**config.mk**
```make
export PLATFORM = sky130hd
export DESIGN_NAME = mwmf_back
export DESIGN_NICKNAME = d
export VERILOG_FILES = /design/src/hw/rtl/mwmf_pkg.sv /design/src/hw/rtl/mwmf_back.sv
export SDC_FILE = /design/constraint.sdc
export NUM_CORES = 1
export LEC_CHECK = 0
export BUFFER_PORTS_ARGS = -buffer_cell sky130_fd_sc_hd__buf_2
export CAP_MARGIN = 20
export CORE_MARGIN = 1
export CORE_UTILIZATION = 30
export CTS_CLUSTER_DIAMETER = 100
export DETAILED_ROUTE_END_ITERATION = 8
export GPL_TIMING_DRIVEN = 0
export PLACE_DENSITY = 0.86
export SYNTH_ARGS = -nofsm -noshare
export SYNTH_HDL_FRONTEND = slang
export SYNTH_SLANG_ARGS = --single-unit
```
**constraint.sdc**
```tcl
create_clock -name clk -period 2.7 [get_ports clk]
set_input_delay 0 -clock clk [delete_from_list [all_inputs] [get_ports clk]]
set_output_delay 0 -clock clk [all_outputs]
set_load 0.02 [all_outputs]
```
**src/hw/rtl/mwmf_pkg.sv**
```systemverilog
// Shared types and constants for the masked window median filter.
package mwmf_pkg;

    localparam int PIX_W        = 8;
    localparam int ROW_W        = 12;
    localparam int COL_W        = 11;
    localparam int WIDTH_CFG_W  = 12;
    localparam int HEIGHT_CFG_W = 13;
    localparam int RADIUS_CFG_W = 2;
    localparam int CFG_IDX_W    = 2;
    localparam int CFG_DATA_W   = 13;
    localparam int OUT_DATA_W   = 32;

    localparam logic [PIX_W-1:0] NO_DATA = 8'hFF;

    localparam int MAX_RADIUS_DEF = 3;
    localparam int MAX_WIDTH_DEF  = 2048;
    localparam int MAX_HEIGHT     = 4096;

    // Items in flight between acceptance and the queue.
    localparam int PIPE_DEPTH  = 4;
    localparam int QUEUE_DEPTH = 8;

    localparam logic [CFG_IDX_W-1:0] REG_IMAGE_WIDTH   = 2'd0;
    localparam logic [CFG_IDX_W-1:0] REG_IMAGE_HEIGHT  = 2'd1;
    localparam logic [CFG_IDX_W-1:0] REG_WINDOW_RADIUS = 2'd2;

    localparam logic [WIDTH_CFG_W-1:0]  WIDTH_RESET  = 12'd640;
    localparam logic [HEIGHT_CFG_W-1:0] HEIGHT_RESET = 13'd480;
    localparam logic [RADIUS_CFG_W-1:0] RADIUS_RESET = 2'd1;

    typedef struct packed {
        logic             has_int;
        logic             has_pass;
        logic [ROW_W-1:0] int_row;
        logic [COL_W-1:0] int_col;
        logic [ROW_W-1:0] pass_row;
        logic [COL_W-1:0] pass_col;
        logic [PIX_W-1:0] pass_val;
    } step_meta_t;

    typedef struct packed {
        step_meta_t       meta;
        logic [PIX_W-1:0] int_val;
    } step_res_t;

endpackage

```
**src/hw/rtl/mwmf_back.sv**
```systemverilog
// Back part: turns each queued step into one or two output requests.
module mwmf_back (
    input  logic                                clk,
    input  logic                                rst_n,
    input  mwmf_pkg::step_res_t                 head,
    input  logic                                empty,
    output logic                                pop,
    output logic                                m_tvalid,
    input  logic                                m_tready,
    output logic [mwmf_pkg::OUT_DATA_W-1:0]     m_tdata,
    output logic                                m_tlast
);

    logic second_reg;
    logic show_int;
    logic [mwmf_pkg::ROW_W-1:0] row;
    logic [mwmf_pkg::COL_W-1:0] col;
    logic [mwmf_pkg::PIX_W-1:0] val;

    // The delayed interior pixel goes out before the pass-through of the new one.
    always_comb
    begin
        show_int = head.meta.has_int && !second_reg;
        if (show_int)
        begin
            row = head.meta.int_row;
            col = head.meta.int_col;
            val = head.int_val;
        end
        else
        begin
            row = head.meta.pass_row;
            col = head.meta.pass_col;
            val = head.meta.pass_val;
        end
    end

    assign m_tvalid = !empty;
    assign m_tlast  = !(show_int && head.meta.has_pass);
    assign m_tdata  = {1'b0, val, col, row};
    assign pop      = m_tvalid && m_tready && m_tlast;

    always_ff @(posedge clk or negedge rst_n)
    begin
        if (!rst_n)
            second_reg <= 1'b0;
        else if (m_tvalid && m_tready)
            second_reg <= !m_tlast;
    end

endmodule

```
; ---- Yosys cells after proc, flatten, opt, wreduce, memory -nomap -nowiden
; Cells that the tools add are included.
; Widths: inputs -> output; s select.
[totals]
register_bits = 1
in_bits = 68
output_inout_bits = 35
[classes]
muxes = 3
n_reduce_logical = 7
[op_table]
columns = cell, count
row1 = $mux 12, 1
row2 = $mux 11, 1
row3 = $mux 8, 1
row4 = $logic_and 1x1->1, 4
row5 = $logic_not 1->1, 3

; ---- Logic depth before layout (Yosys ltp)
[logic_depth]
ltp_word = 5
mapped_depth = 3
depth_no_buf = 2

; ---- Worst setup path after synthesis
; Ideal clock, no wire load.
[synth_timing]
kind = register to output
from = register second_reg
to = output m_tdata[0] (netlist bit)
arrival_ps = 1039
setup_slack_ps = 1661
path_stages_with_launch = 4
n_path_buf = 1
cell_sequence = dfrtp_1 > nand2b_4 > buf_12 > mux2_4
[synth_between]
elab_chain_len = 3
[synth_rtl]
columns = item, line
row1 = start: declaration, mwmf_back.sv:14  ; logic second_reg;
row2 = start signal: assignment, mwmf_back.sv:48  ; second_reg <= !m_tlast;
row3 = $logic_not 1->1, mwmf_back.sv:23  ; show_int = head.meta.has_int && !second_reg;
row4 = $logic_and 1x1->1, mwmf_back.sv:23
row5 = $mux 12, mwmf_back.sv:24  ; if (show_int)
row6 = end: declaration, mwmf_back.sv:10  ; output logic [mwmf_pkg::OUT_DATA_W-1:0] m_tdata,
; Every way passes these cells.

; ---- Worst setup path after layout
[layout_timing]
from = register second_reg
to = output m_tdata[16] (netlist bit)
[layout_between]
elab_chain_len = 3
[layout_rtl]
columns = item, line
row1 = $logic_not 1->1, mwmf_back.sv:23
row2 = $logic_and 1x1->1, mwmf_back.sv:23
row3 = $mux 11, mwmf_back.sv:24
; Every way passes these cells.

==> impl_metrics.py <==
metrics = {
    "floorplan": {
        "die_area_mm2": 0.00226,
        "floorplan.die.width_um": 47.5,
        "core-area_mm2": 0.00196,
        "initial_core_util_pct": 31.7,
        "ios": 103,
        "die-height_um": 47.5,
        "placement_rows": 16,
    },
    "drt": {
        "drc_errors": 0,
        "initialDrtViolationCount": 4,
        "routed_wire_length_per_instance_um": 11.0,
        "drtPass1Iterations": 4,
        "detailroute.via_count": 740,
        "viasPerCell": 4.25,
        "antenna_violation_net_count_after_detailed_routing": 0,
        "drt_wl_total_um": 1920,
    },
    "sta": {
        "grt_setup_unrepaired": "false",
        "timing.final.max_slew_violations": 0,
        "fin_crit_sh_pct": 44.7,
        "final_period_demand_of_the_worst_path_ns": 1.21,
        "finClkSkew_ns": 0,
        "totalNegativeSetupSlack_ns": 0,
        "final_count_of_hold_timing_violations": 0,
        "fmax_mhz": 829,
        "final-setup-viol-count": 0,
    },
    "worst_hold_path": {
        "hold_start": "head[62]",
        "min_to": "second_reg$_DFFE_PN0P_",
        "hold_path_depth": 2,
        "worst_min_delay_path_category": "in -> reg",
    },
    "critical_path": {
        "timing.critical_path.to_type": "output port",
        "worst_ep_required_time_ns": 2.70,
        "cp_slowest_stage_delay_ns": 0.38,
        "worst_r2r_path_depth": 2,
        "r2r_slack_ns": 1.77,
        "crit_path_top_delay_cell": "sky130_fd_sc_hd__dfrtp_1",
        "critical_path.reg2reg.endpoint": "second_reg$_DFFE_PN0P_",
        "cp_cell_sequence": "nand2b_4 > buf_12 > mux2_4 > buf_2",
        "critical_path_peak_fanout": 10,
        "timing.critical_path.from_type": "flop",
        "worst-endpoint-arrival_ns": 1.21,
        "reg2reg_from": "second_reg$_DFFE_PN0P_",
        "timing_worst_setup_path_type": "reg -> out",
    },
    "final_layout": {
        "final_design_area_no_fill_mm2": 0.00117,
        "multiInputGateArea_um2": 526,
        "largest_register_ff_count": 1,
        "finalNonFillerCells": 174,
        "layout_nets": 217,
        "utilization_pct": 59.7,
        "fillCellCount": 181,
        "n_antenna_cell": 0,
        "area_taken_by_flip_flops_and_latches_um2": 25.0,
        "drive_gt1_share_pct": 95.2,
        "synth_to_layout_area_growth_pct": 88.3,
    },
    "power": {
        "p_sw_share_pct": 42.9,
        "combPwrFrac_pct": 94.2,
        "power.sequential.fraction_pct": 5.8,
        "vdd.ir_drop.worst_mv": 0.128,
        "proportion_of_power_drawn_by_the_clock_network_pct": 0,
        "internal_power_mw": 0.181,
        "p_switching_mw": 0.136,
        "pwr_density_cell_mw_per_mm2": 271,
        "static-leakage-power_nw": 0.739,
    },
    "synthesis": {
        "synth.avg_cell_area_um2": 13.8,
        "netlist_instances": 45,
        "syn-num-nets": 113,
        "synthTopCellsByArea": "sky130_fd_sc_hd__mux2_4 72%, sky130_fd_sc_hd__buf_12 9.7%, sky130_fd_sc_hd__dfrtp_1 4.0%, sky130_fd_sc_hd__nand2b_4 2.2%, sky130_fd_sc_hd__and4bb_2 2.0%",
        "synthDominantAreaCellType": "sky130_fd_sc_hd__mux2_4",
        "synth_largest_type_area_fraction_pct": 72.4,
        "synth_cell_types": 14,
        "synth.yosys.warnings": 0,
        "ys_seq_elements": 1,
        "syn-cell-area_um2": 622,
        "seq_total_area_yosys_pct": 4.02,
    },
    "placement": {
        "place.gp.congestion": 0.708,
        "place.detailed.instances": 173,
        "port-buffer-count": 101,
        "detailed_place.area_mm2": 0.00116,
    },
    "global_routing": {
        "grt_pass1_wl_um": 2330,
        "antenna_found_initial": 0,
        "all_layer_gr_usage_pct": 13.7,
        "grt_remaining_overflow": 0,
        "largest_net_degree_at_the_start_of_global_routing": 11,
        "first_global_vias": 571,
    },
    "clocking": {
        "clock_transition_at_the_registers_of_the_reported_paths_ns": 0,
        "post_cts_buffers": 0,
        "clk_latency_ns": 0,
        "cts_resized": 0,
    },
    "run_status": {
        "status": "finished clean",
    },
    "flow_run": {
        "drv_cap": 0,
    },
}
==> cell type report <==
class                           count  area share (%)
Multi-Input combinational cell     39            44.9
Timing Repair Buffer              102            44.0
Buffer                              4            5.77
Tap cell                           27            2.88
Sequential cell                     1            2.14
Inverter                            1           0.321
==> Yosys cell counts, drive strengths merged <==
cell	count
a21oi	1
a22o	1
and2b	1
and4bb	1
mux2	31
nand2b	2
inv	1
nand2	1
conb	1
buf	4
dfrtp	1
==> worst max-delay path, delay by kind of cell (launching register included) <==
family	cells	cell delay [ns]
flip-flops	1	0.38
buffers and inverters	2	0.32
multiplexers	1	0.29
AND/OR/NAND/NOR	1	0.20
==> per-layer routing <==
layer / track usage, % / routed length, um
met5: 0 / 0
met4: 1.67 / 16
met3: 1.13 / 233
met2: 31.2 / 1030
met1: 13.0 / 634
==> timing repair <==
action	in CTS	in global routing
endpoints found under the hold margin	1	0
endpoints found under the setup margin	0	0
hold buffers	1	0
==> cells in the final DEF, fill, tap and decap left out <==
master / n
sky130_fd_sc_hd__a21oi_1: 1
sky130_fd_sc_hd__a22o_2: 1
sky130_fd_sc_hd__and2b_2: 1
sky130_fd_sc_hd__and4bb_2: 1
sky130_fd_sc_hd__buf_12: 3
sky130_fd_sc_hd__buf_2: 101
sky130_fd_sc_hd__buf_4: 1
sky130_fd_sc_hd__conb_1: 1
sky130_fd_sc_hd__dfrtp_1: 1
sky130_fd_sc_hd__dlygate4sd3_1: 1
sky130_fd_sc_hd__inv_1: 1
sky130_fd_sc_hd__mux2_2: 1
sky130_fd_sc_hd__mux2_4: 30
sky130_fd_sc_hd__nand2_1: 1
sky130_fd_sc_hd__nand2b_1: 1
sky130_fd_sc_hd__nand2b_4: 1
==> power groups by stage <==
stage	sequential (mW)	combinational (mW)	clock, mW
6_report	0.0185	0.298	0
5_1_grt	0.0186	0.320	0
4_1_cts	0.0184	0.301	0
3_5_place_dp	0.0184	0.299	0
3_3_place_gp	0.0181	0.294	0
2_1_floorplan	0.0179	0.202	0
==> stage by stage <==
step	power (mW)	hold WS [ns]	worst slack (ns)
6_report	0.317	0.264	1.49
5_1_grt	0.339	0.268	1.46
4_1_cts	0.319	0.263	1.49
3_5_place_dp	0.318	-0.224	1.49
3_3_place_gp	0.312	-0.224	1.51
2_1_floorplan	0.220	-0.296	1.66
==> worst max path at each step <==
stage	start	end	slack, ns	cells after the start
after floorplan	second_reg$_DFFE_PN0P_	m_tdata[0]	1.66	3
after global placement	second_reg$_DFFE_PN0P_	m_tdata[16]	1.51	4
after detailed placement	second_reg$_DFFE_PN0P_	m_tdata[8]	1.49	4
after CTS	second_reg$_DFFE_PN0P_	m_tdata[8]	1.49	4
after global routing	second_reg$_DFFE_PN0P_	m_tdata[8]	1.46	4
final	second_reg$_DFFE_PN0P_	m_tdata[16]	1.49	4
==> cell families after synthesis <==
group	after synthesis	share of synthesized area, %
and+or+nand+nor	5	7.24
AOI/OAI and AO/OA	2	2.41
muxes	31	74.2
other	1	0.603
DFF	1	4.02
buffers and inverters	5	11.5
No activity file was read; power rests on OpenSTA's default activity.
