## config.mk

```make
export PLATFORM = sky130hd
export DESIGN_NAME = mwmf_queue
export DESIGN_NICKNAME = d
export VERILOG_FILES = /design/src/hw/rtl/mwmf_pkg.sv /design/src/hw/rtl/mwmf_queue.sv
export SDC_FILE = /design/constraint.sdc
export NUM_CORES = 1
export LEC_CHECK = 0
export ABC_AREA = 1
export ABC_CLOCK_PERIOD_IN_PS = 10510
export BUFFER_PORTS_ARGS = -buffer_cell sky130_fd_sc_hd__buf_4
export CELL_PAD_IN_SITES_DETAIL_PLACEMENT = 0
export CELL_PAD_IN_SITES_GLOBAL_PLACEMENT = 1
export CORE_MARGIN = 2
export CORE_UTILIZATION = 52
export CTS_CLUSTER_DIAMETER = 30
export DETAILED_ROUTE_END_ITERATION = 7
export PLACE_DENSITY_LB_ADDON = 0.15
export SYNTH_ARGS = -nofsm -noshare
export SYNTH_HDL_FRONTEND = slang
export SYNTH_SLANG_ARGS = --single-unit
```

## constraint.sdc

```tcl
create_clock -name clk -period 10.51 [get_ports clk]
set_clock_uncertainty 0.1 [all_clocks]
set_input_delay 1.051 -clock clk [delete_from_list [all_inputs] [get_ports clk]]
set_output_delay 1.051 -clock clk [all_outputs]
set_load 0.02 [all_outputs]
```

## src/hw/rtl/mwmf_pkg.sv

```systemverilog
// Shared types and constants for the masked window median filter.
package mwmf_pkg;

    localparam int PIX_W        = 8;
    localparam int ROW_W        = 12;
    localparam int COL_W        = 11;
    localparam int WIDTH_CFG_W  = 12;
    localparam int HEIGHT_CFG_W = 13;
    localparam int RADIUS_CFG_W = 2;
    localparam int CFG_IDX_W    = 2;
    localparam int CFG_DATA_W   = 13;
    localparam int OUT_DATA_W   = 32;

    localparam logic [PIX_W-1:0] NO_DATA = 8'hFF;

    localparam int MAX_RADIUS_DEF = 3;
    localparam int MAX_WIDTH_DEF  = 2048;
    localparam int MAX_HEIGHT     = 4096;

    // Items in flight between acceptance and the queue.
    localparam int PIPE_DEPTH  = 4;
    localparam int QUEUE_DEPTH = 8;

    localparam logic [CFG_IDX_W-1:0] REG_IMAGE_WIDTH   = 2'd0;
    localparam logic [CFG_IDX_W-1:0] REG_IMAGE_HEIGHT  = 2'd1;
    localparam logic [CFG_IDX_W-1:0] REG_WINDOW_RADIUS = 2'd2;

    localparam logic [WIDTH_CFG_W-1:0]  WIDTH_RESET  = 12'd640;
    localparam logic [HEIGHT_CFG_W-1:0] HEIGHT_RESET = 13'd480;
    localparam logic [RADIUS_CFG_W-1:0] RADIUS_RESET = 2'd1;

    typedef struct packed {
        logic             has_int;
        logic             has_pass;
        logic [ROW_W-1:0] int_row;
        logic [COL_W-1:0] int_col;
        logic [ROW_W-1:0] pass_row;
        logic [COL_W-1:0] pass_col;
        logic [PIX_W-1:0] pass_val;
    } step_meta_t;

    typedef struct packed {
        step_meta_t       meta;
        logic [PIX_W-1:0] int_val;
    } step_res_t;

endpackage

```

## src/hw/rtl/mwmf_queue.sv

```systemverilog
// Short queue of finished steps between the filter pipeline and the output side.
module mwmf_queue (
    input  logic                                        clk,
    input  logic                                        rst_n,
    input  logic                                        push,
    input  mwmf_pkg::step_res_t                         push_data,
    input  logic                                        pop,
    output mwmf_pkg::step_res_t                         head,
    output logic                                        empty,
    output logic [$clog2(mwmf_pkg::QUEUE_DEPTH+1)-1:0]  count
);

    localparam int QD = mwmf_pkg::QUEUE_DEPTH;
    localparam int PW = $clog2(QD);
    localparam int CNW = $clog2(QD + 1);

    mwmf_pkg::step_res_t store [QD];
    logic [PW-1:0]  wr_ptr_reg, rd_ptr_reg;
    logic [CNW-1:0] count_reg;

    always_ff @(posedge clk or negedge rst_n)
    begin
        if (!rst_n)
        begin
            wr_ptr_reg <= '0;
            rd_ptr_reg <= '0;
            count_reg  <= '0;
        end
        else
        begin
            if (push)
                wr_ptr_reg <= wr_ptr_reg + PW'(1);
            if (pop)
                rd_ptr_reg <= rd_ptr_reg + PW'(1);
            if (push && !pop)
                count_reg <= count_reg + CNW'(1);
            else if (pop && !push)
                count_reg <= count_reg - CNW'(1);
        end
    end

    always_ff @(posedge clk)
    begin
        if (push)
            store[wr_ptr_reg] <= push_data;
    end

    assign head  = store[rd_ptr_reg];
    assign empty = (count_reg == '0);
    assign count = count_reg;

endmodule

```

Yosys cells after proc, flatten, opt, wreduce, memory -nomap -nowiden

Memories as Yosys holds them, arrays and structs flattened.
Cells that the tools add are included.

Multiplexer cells: 4
Add/sub/neg operators: 4
Reduce and logical (&&, ||, !) cells: 6

Operator list:

| kind                                                                | count |
|---|---|
| 4-bit two-way mux                                                   | 2 |
| 3-bit by 1-bit adder with 3-bit output (second input constant)      | 2 |
| 4-bit by 1-bit adder with 4-bit output (second input constant)      | 1 |
| 4-bit zero test                                                     | 1 |
| 4-bit by 1-bit subtractor with 4-bit output (second input constant) | 1 |
| 1-bit logical AND                                                   | 2 |
| 1-bit zero test                                                     | 2 |
| 1-bit two-way mux                                                   | 2 |
| 2-bit nonzero test                                                  | 1 |

Bits in registers: 10
Memories: 1
Bits in writable memories: 512
Output and inout port bits: 69
Input port bits: 68

Memory list:

| name  | depth | bits a word | rd ports | clocked after memory_dff | wr ports | line             | source |
|---|---|---|---|---|---|---|---|
| store | 8     | 64          | 1        | 0                        | 1        | mwmf_queue.sv:17 | `mwmf_pkg::step_res_t store [QD];` |

Longest topological paths before layout

Gate-level depths: netlist of the first run.

Word-level depth: 4
Gate-level depth with buffers: 10
Depth with buffers taken out: 10

Worst setup path before layout of the first run

OpenSTA, ideal clock, no wires.

Kind: input-to-reg
From: input port push
To: memory store[0][0] (netlist name), enable pin
Path slack: 5.846 ns
Buffers on the path: 0
Library setup time: 0.486 ns
Data required time: 9.924 ns
Cell stages on the path: 3
Data arrival time: 4.078 ns
Cells stage by stage: inv_1 > or2_2 > nor2_1

Word-level cells in the longest chain between the ends: 2

Ends and longest elaborated chain:

| item                                    | line             | source |
|---|---|---|
| from (decl)                             | mwmf_queue.sv:5  | `input logic push,` |
| 1-bit two-way mux                       | mwmf_queue.sv:44 | `if (push)` |
| 1-bit two-way mux (implied by the code) | mwmf_queue.sv:45 | `store[wr_ptr_reg] <= push_data;` |
| to (decl)                               | mwmf_queue.sv:17 |  |

Every way passes these cells.

==> out/qor.txt, run 1 <==
Seq pwr share - 31.8%
Net count, final - 2513
Max Root-Sink Buffers - 3
GRT Resource Usage Total - 21.96%
Synth Warn # - 0
Crit Path Max Fanout - 260
Final Setup Violations - 0
unrepaired setup endpoints after global routing - false
register area - 15630 um2
mapped cell area - 22600 um2
area of the multi-input gates - 5396 um2
cell family with most CP delay - buffers and inverters
crit share post-route - 48.80%
largest net degree at the start of global routing - 261
DIE AREA - 45140 um2
buffers added on ports - 136
top-count cell post-synth - nand2_1
sw power - 2.998 mW
sequential fraction of the synthesis area - 69.14%
clock share of power - 35.9%
crit path cell chain - buf_4, buf_12, nor2_1, nor2_1, nand2_1, nand2_1, nand2_1, nand2_1, buf_4
DRC - 0
GRT overflow - 0
FP Rows - 76
#FFs+latches synth - 522
average wire per standard cell - 15.62 um
fill count - 3469
P_int - 5.384 mW
top cell type's share of synthesized area - 68.03%
pwr/cell area - 308.2 nW/um2
TritonCTS clock tree - yes
# hold bufs at CTS - 0
Top Ports - 137
Setup TNS - 0 ps
Die X - 212.5 um
max reg flops - 512
Reg2Reg Setup Slack - 7820 ps
H-Tree Depth - 3
Crit Path Category - reg2out
Comb pwr share - 32.3%
Post-Synthesis Cells - 2283
Post-CTS Repair Setup Buffers - 0
worst r2r src - wr_ptr_reg[0]
drt first pass iters - 5
vias in the first global route - 13860
utilization after layout - 63.28%
CTS Buf Count - 98
DR iter-0 viols - 927
initial core utilization - 52.58%
Sw Ratio - 35.77%
Synth-to-Final Area Change - 20.36%
prevailing post-synth register cell - edfxtp_1
Post-synth EDFFs - 512
Buf/Inv on CP - 3
Yosys cell types - 19
CP Capture Type - output pin
CP dominant cell by count - nand2_1
vias per cell - 4.675
Final HPWL DP - 23.80 mm
initial antenna violation count - 1
slowest stage cell, crit path - buf_4
die height - 212.5 um
Crit path arrival time - 3980 ps
largest area contributor in the netlist - edfxtp_1
Worst Setup SP - rd_ptr_reg[0]
worst min path class - in2async
WL final - 48.47 mm
maximum clock frequency - 0.1950 GHz
relative slew slack - 26.36%
clk_lat worst skew - 600 ps
CTS sink cnt - 522
max_cap viols - 0
average cell area after synthesis - 9.899 um2
Net Count, Synth - 2357
most common library cells after synthesis - nand2_1, nor2_1, edfxtp_1
global-route wire length before repair - 75.17 mm
CP required - 9360 ps
synth top area cells - edfxtp_1, nand2_1, nor2_1
Worst-Margin Slew - 1105 ps
routed vias - 14510
status - finished clean
CP Launch Type - register
# resized after CTS - 0
core footprint - 42980 um2
Fin. Hold Viols - 0
root buf cell - clkbuf_16
Max Slew Vio Count - 0
fraction of final layout cells sized beyond drive strength 1 - 13.22%
fraction of registers with async set/reset - 1.916%
Slowest Stage Delay on Critical Path - 910 ps
Antenna Nets Post-Route - 0
Routability Congestion - 0.7566
clk slew on worst S/H paths - 50 ps
min Tclk post-route - 5129 ps
Max VDD drop - 278.2 uV
Lkg Pwr - 11.85 nW
==> placed cells by master, fill, tap and decap left out, drive strengths merged <==
| cell type | n |
|---|---|
| nand2 | 856 |
| nor2 | 519 |
| edfxtp | 512 |
| inv | 277 |
| buf | 154 |
| clkbuf | 110 |
| clkinv | 30 |
| clkinvlp | 21 |
| dfrtp | 10 |
| bufinv | 9 |
| ha | 5 |
| o21ai | 4 |
| xor2 | 3 |
| or2 | 2 |
| xnor2 | 2 |
| nand3 | 2 |
| diode | 1 |
| nor4 | 1 |
| fa | 1 |
==> power by group through the flow <==
stage          Clock (mW)  Sequential (mW)  Combinational [mW]
4_1_cts              3.05             2.67                2.75
5_1_grt              3.16             2.69                3.06
6_report             3.01             2.66                2.71
3_5_place_dp            0             2.70                2.74
3_3_place_gp            0             2.69                2.71
2_1_floorplan           0             2.64                1.98
==> area by class of cell <==
| type | count | area share (%) |
|---|---|---|
| diodes | 1 | 0.009200 |
| repair buffers | 154 | 4.296 |
| flip-flops and latches | 522 | 57.48 |
| well taps | 585 | 2.691 |
| inverters | 268 | 3.708 |
| clock buffers | 110 | 9.333 |
| clock inverters | 69 | 2.645 |
| multi-input cells | 1395 | 19.84 |
==> path summary, 6_finish.rpt <==
check,cells past startpoint,endpoint
setup / recovery,9,head[2]
hold reg to reg,2,wr_ptr_reg[0]
setup reg to reg,3,store[4][38]
hold / removal,1,rd_ptr_reg[1]
min in group clk,2,wr_ptr_reg[0]
max in group asynchronous,1,rd_ptr_reg[0]
==> cell families after synthesis <==
group / share of synthesized area, %
adders and majority gates: 0.3654
xor gates and xnor gates: 0.1938
and+or+nand+nor: 22.97
DFF: 69.14
buffers and inverters: 7.247
AOI/OAI and AO/OA: 0.08859
==> metrics by stage <==
step                      area [um2]  setup WS, ps  hold slack (ps)  total power, mW  instances
after floorplan                22600          5846            389.6            4.618       2283
after global placement         23940          6076            409.1            5.409       2924
after detailed placement       23940          6021            427.6            5.442       2924
after CTS                      27200          5353            145.1            8.469       3103
after global routing           27200          5030            156.7            8.909       3103
final                          27200          5381            162.0            8.382       3104
==> metal layers <==
layer	global-route usage (%)	routed length [um]	up-vias	share of wire, %
li1	-	-	7436	-
met1	29.59	22010	6682	45
met5	0	0	-	0
met4	7.258	883	0	1.8
met2	35.94	23030	317	48
met3	4.387	2545	75	5.3
Note: power is estimated with default switching activity, not from simulation.
==> run 2, diff against run 1 <==
ABC_CLOCK_PERIOD_IN_PS = 4700   (was 10510)
CORE_UTILIZATION = 43   (was 52)
clock period = 4.7 ns   (was 10.51 ns; I/O delays follow)
==> out/qor.txt, run 2 (synthesis results as in run 1) <==
Worst Setup SP - rd_ptr_reg[0]
area of the multi-input gates - 5396 um2
# resized after CTS - 0
Fin. Hold Viols - 0
vias in the first global route - 14270
die height - 233.3 um
fraction of final layout cells sized beyond drive strength 1 - 13.56%
cell family with most CP delay - flip-flops
global-route wire length before repair - 80.01 mm
crit share post-route - 73.54%
max reg flops - 512
WL final - 51.64 mm
drt first pass iters - 6
Crit path arrival time - 2890 ps
clk slew on worst S/H paths - 40 ps
CP dominant cell by count - nand2_1
largest net degree at the start of global routing - 94
Max Root-Sink Buffers - 3
relative slew slack - 34.38%
TritonCTS clock tree - yes
CTS Buf Count - 110
Setup TNS - 0 ps
initial antenna violation count - 3
DIE AREA - 54410 um2
worst r2r src - wr_ptr_reg[0]
min Tclk post-route - 3456 ps
routed vias - 14890
Crit Path Category - reg2out
Routability Congestion - 0.7454
utilization after layout - 54.73%
Post-CTS Repair Setup Buffers - 0
root buf cell - clkbuf_16
pwr/cell area - 687.6 nW/um2
Net count, final - 2597
Crit Path Max Fanout - 86
FP Rows - 84
Synth-to-Final Area Change - 26.49%
DR iter-0 viols - 778
Max Slew Vio Count - 0
final hold slack - 124.2 ps
slowest stage cell, crit path - dfrtp_4
CP required - 4130 ps
worst min path class - in2async
commonest non-fill, non-tap cell in the layout - nand2_1
CTS sink cnt - 522
GRT Resource Usage Total - 19.36%
CP Capture Type - output pin
DRC - 0
buffers added on ports - 136
vias per cell - 4.502
Buf/Inv on CP - 2
Lkg Pwr - 12.42 nW
Top Ports - 137
register area - 15630 um2
fill count - 4508
final instance area - 28590 um2
Placed Area - 24270 um2
GRT overflow - 0
Antenna Nets Post-Route - 0
initial core utilization - 43.26%
Die X - 233.3 um
core footprint - 52240 um2
Worst-Margin Slew - 981.9 ps
Final HPWL DP - 25.71 mm
max_cap viols - 0
crit path cell chain - buf_4, nor2_1, nor2_1, nand2_1, nand2_1, nand2_1, nand2_1, buf_4
average wire per standard cell - 15.61 um
clk_lat worst skew - 630 ps
H-Tree Depth - 3
Slowest Stage Delay on Critical Path - 1070 ps
CP Launch Type - register
status - finished clean
Max VDD drop - 442.0 uV
unrepaired setup endpoints after global routing - false
most frequent cells in the layout - nand2_1, edfxtp_1, nor2_1
Final Setup Violations - 0
maximum clock frequency - 0.2893 GHz
run 2: cell count changes in the layout (fill, tap and decap cells not counted), sizes merged, moves of 2 or more:
| cell | previous run | this run |
|---|---|---|
| clkinvlp | 21 | 14 |
| buf | 154 | 159 |
| dlygate4sd3 | 0 | 67 |
| clkinv | 30 | 51 |
| clkbuf | 110 | 121 |
| bufinv | 9 | 11 |
run 2: path summary, 6_finish.rpt:
check                                     end  slack, ps  cells after the start
worst max-delay path                 head[58]       1240                      8
worst min-delay path                 count[1]        120                      2
worst max register to register   store[4][25]       2250                      3
worst min register to register  wr_ptr_reg[0]        430                      2
max in group asynchronous       rd_ptr_reg[1]       4190                      2
min in group clk                wr_ptr_reg[0]        430                      2
run 2: where the power goes:
group / total, mW / internal, mW / switching [mW]
Combinational: 6.24 / 2.11 / 4.13
Clock: 7.41 / 4.94 / 2.47
Sequential: 6.00 / 5.66 / 0.343
run 2: through the flow:
step	worst slack, ps	cells	power (mW)
floorplan	617.2	2283	10.33
global placement	1883	3032	12.34
detailed placement	1891	3032	12.38
CTS	1197	3306	19.91
global route	1010	3308	20.90
finish	1244	3308	19.65
run 2: layout make-up:
cell class	count	share of cell area [%]
flip-flops and latches	522	54.69
multi-input cells	1395	18.88
clock buffers	121	9.923
repair buffers	226	7.134
inverters	268	3.528
well taps	688	3.011
clock inverters	86	2.819
diodes	2	0.01751
run 2: what timing repair did:
action / in CTS / in global routing
hold buffers: 67 / 0
endpoints found under the setup margin: 0 / 0
endpoints found under the hold margin: 525 / 0
run 2: per-layer routing:
layer	wire [um]	GRT usage [%]	vias to the layer above	part of all wire, %
met5	13	0	-	0.025
met4	982	6.608	2	1.9
met3	2245	3.601	72	4.3
met2	24370	31.69	290	47
met1	24020	25.98	6909	47
li1	-	-	7619	-
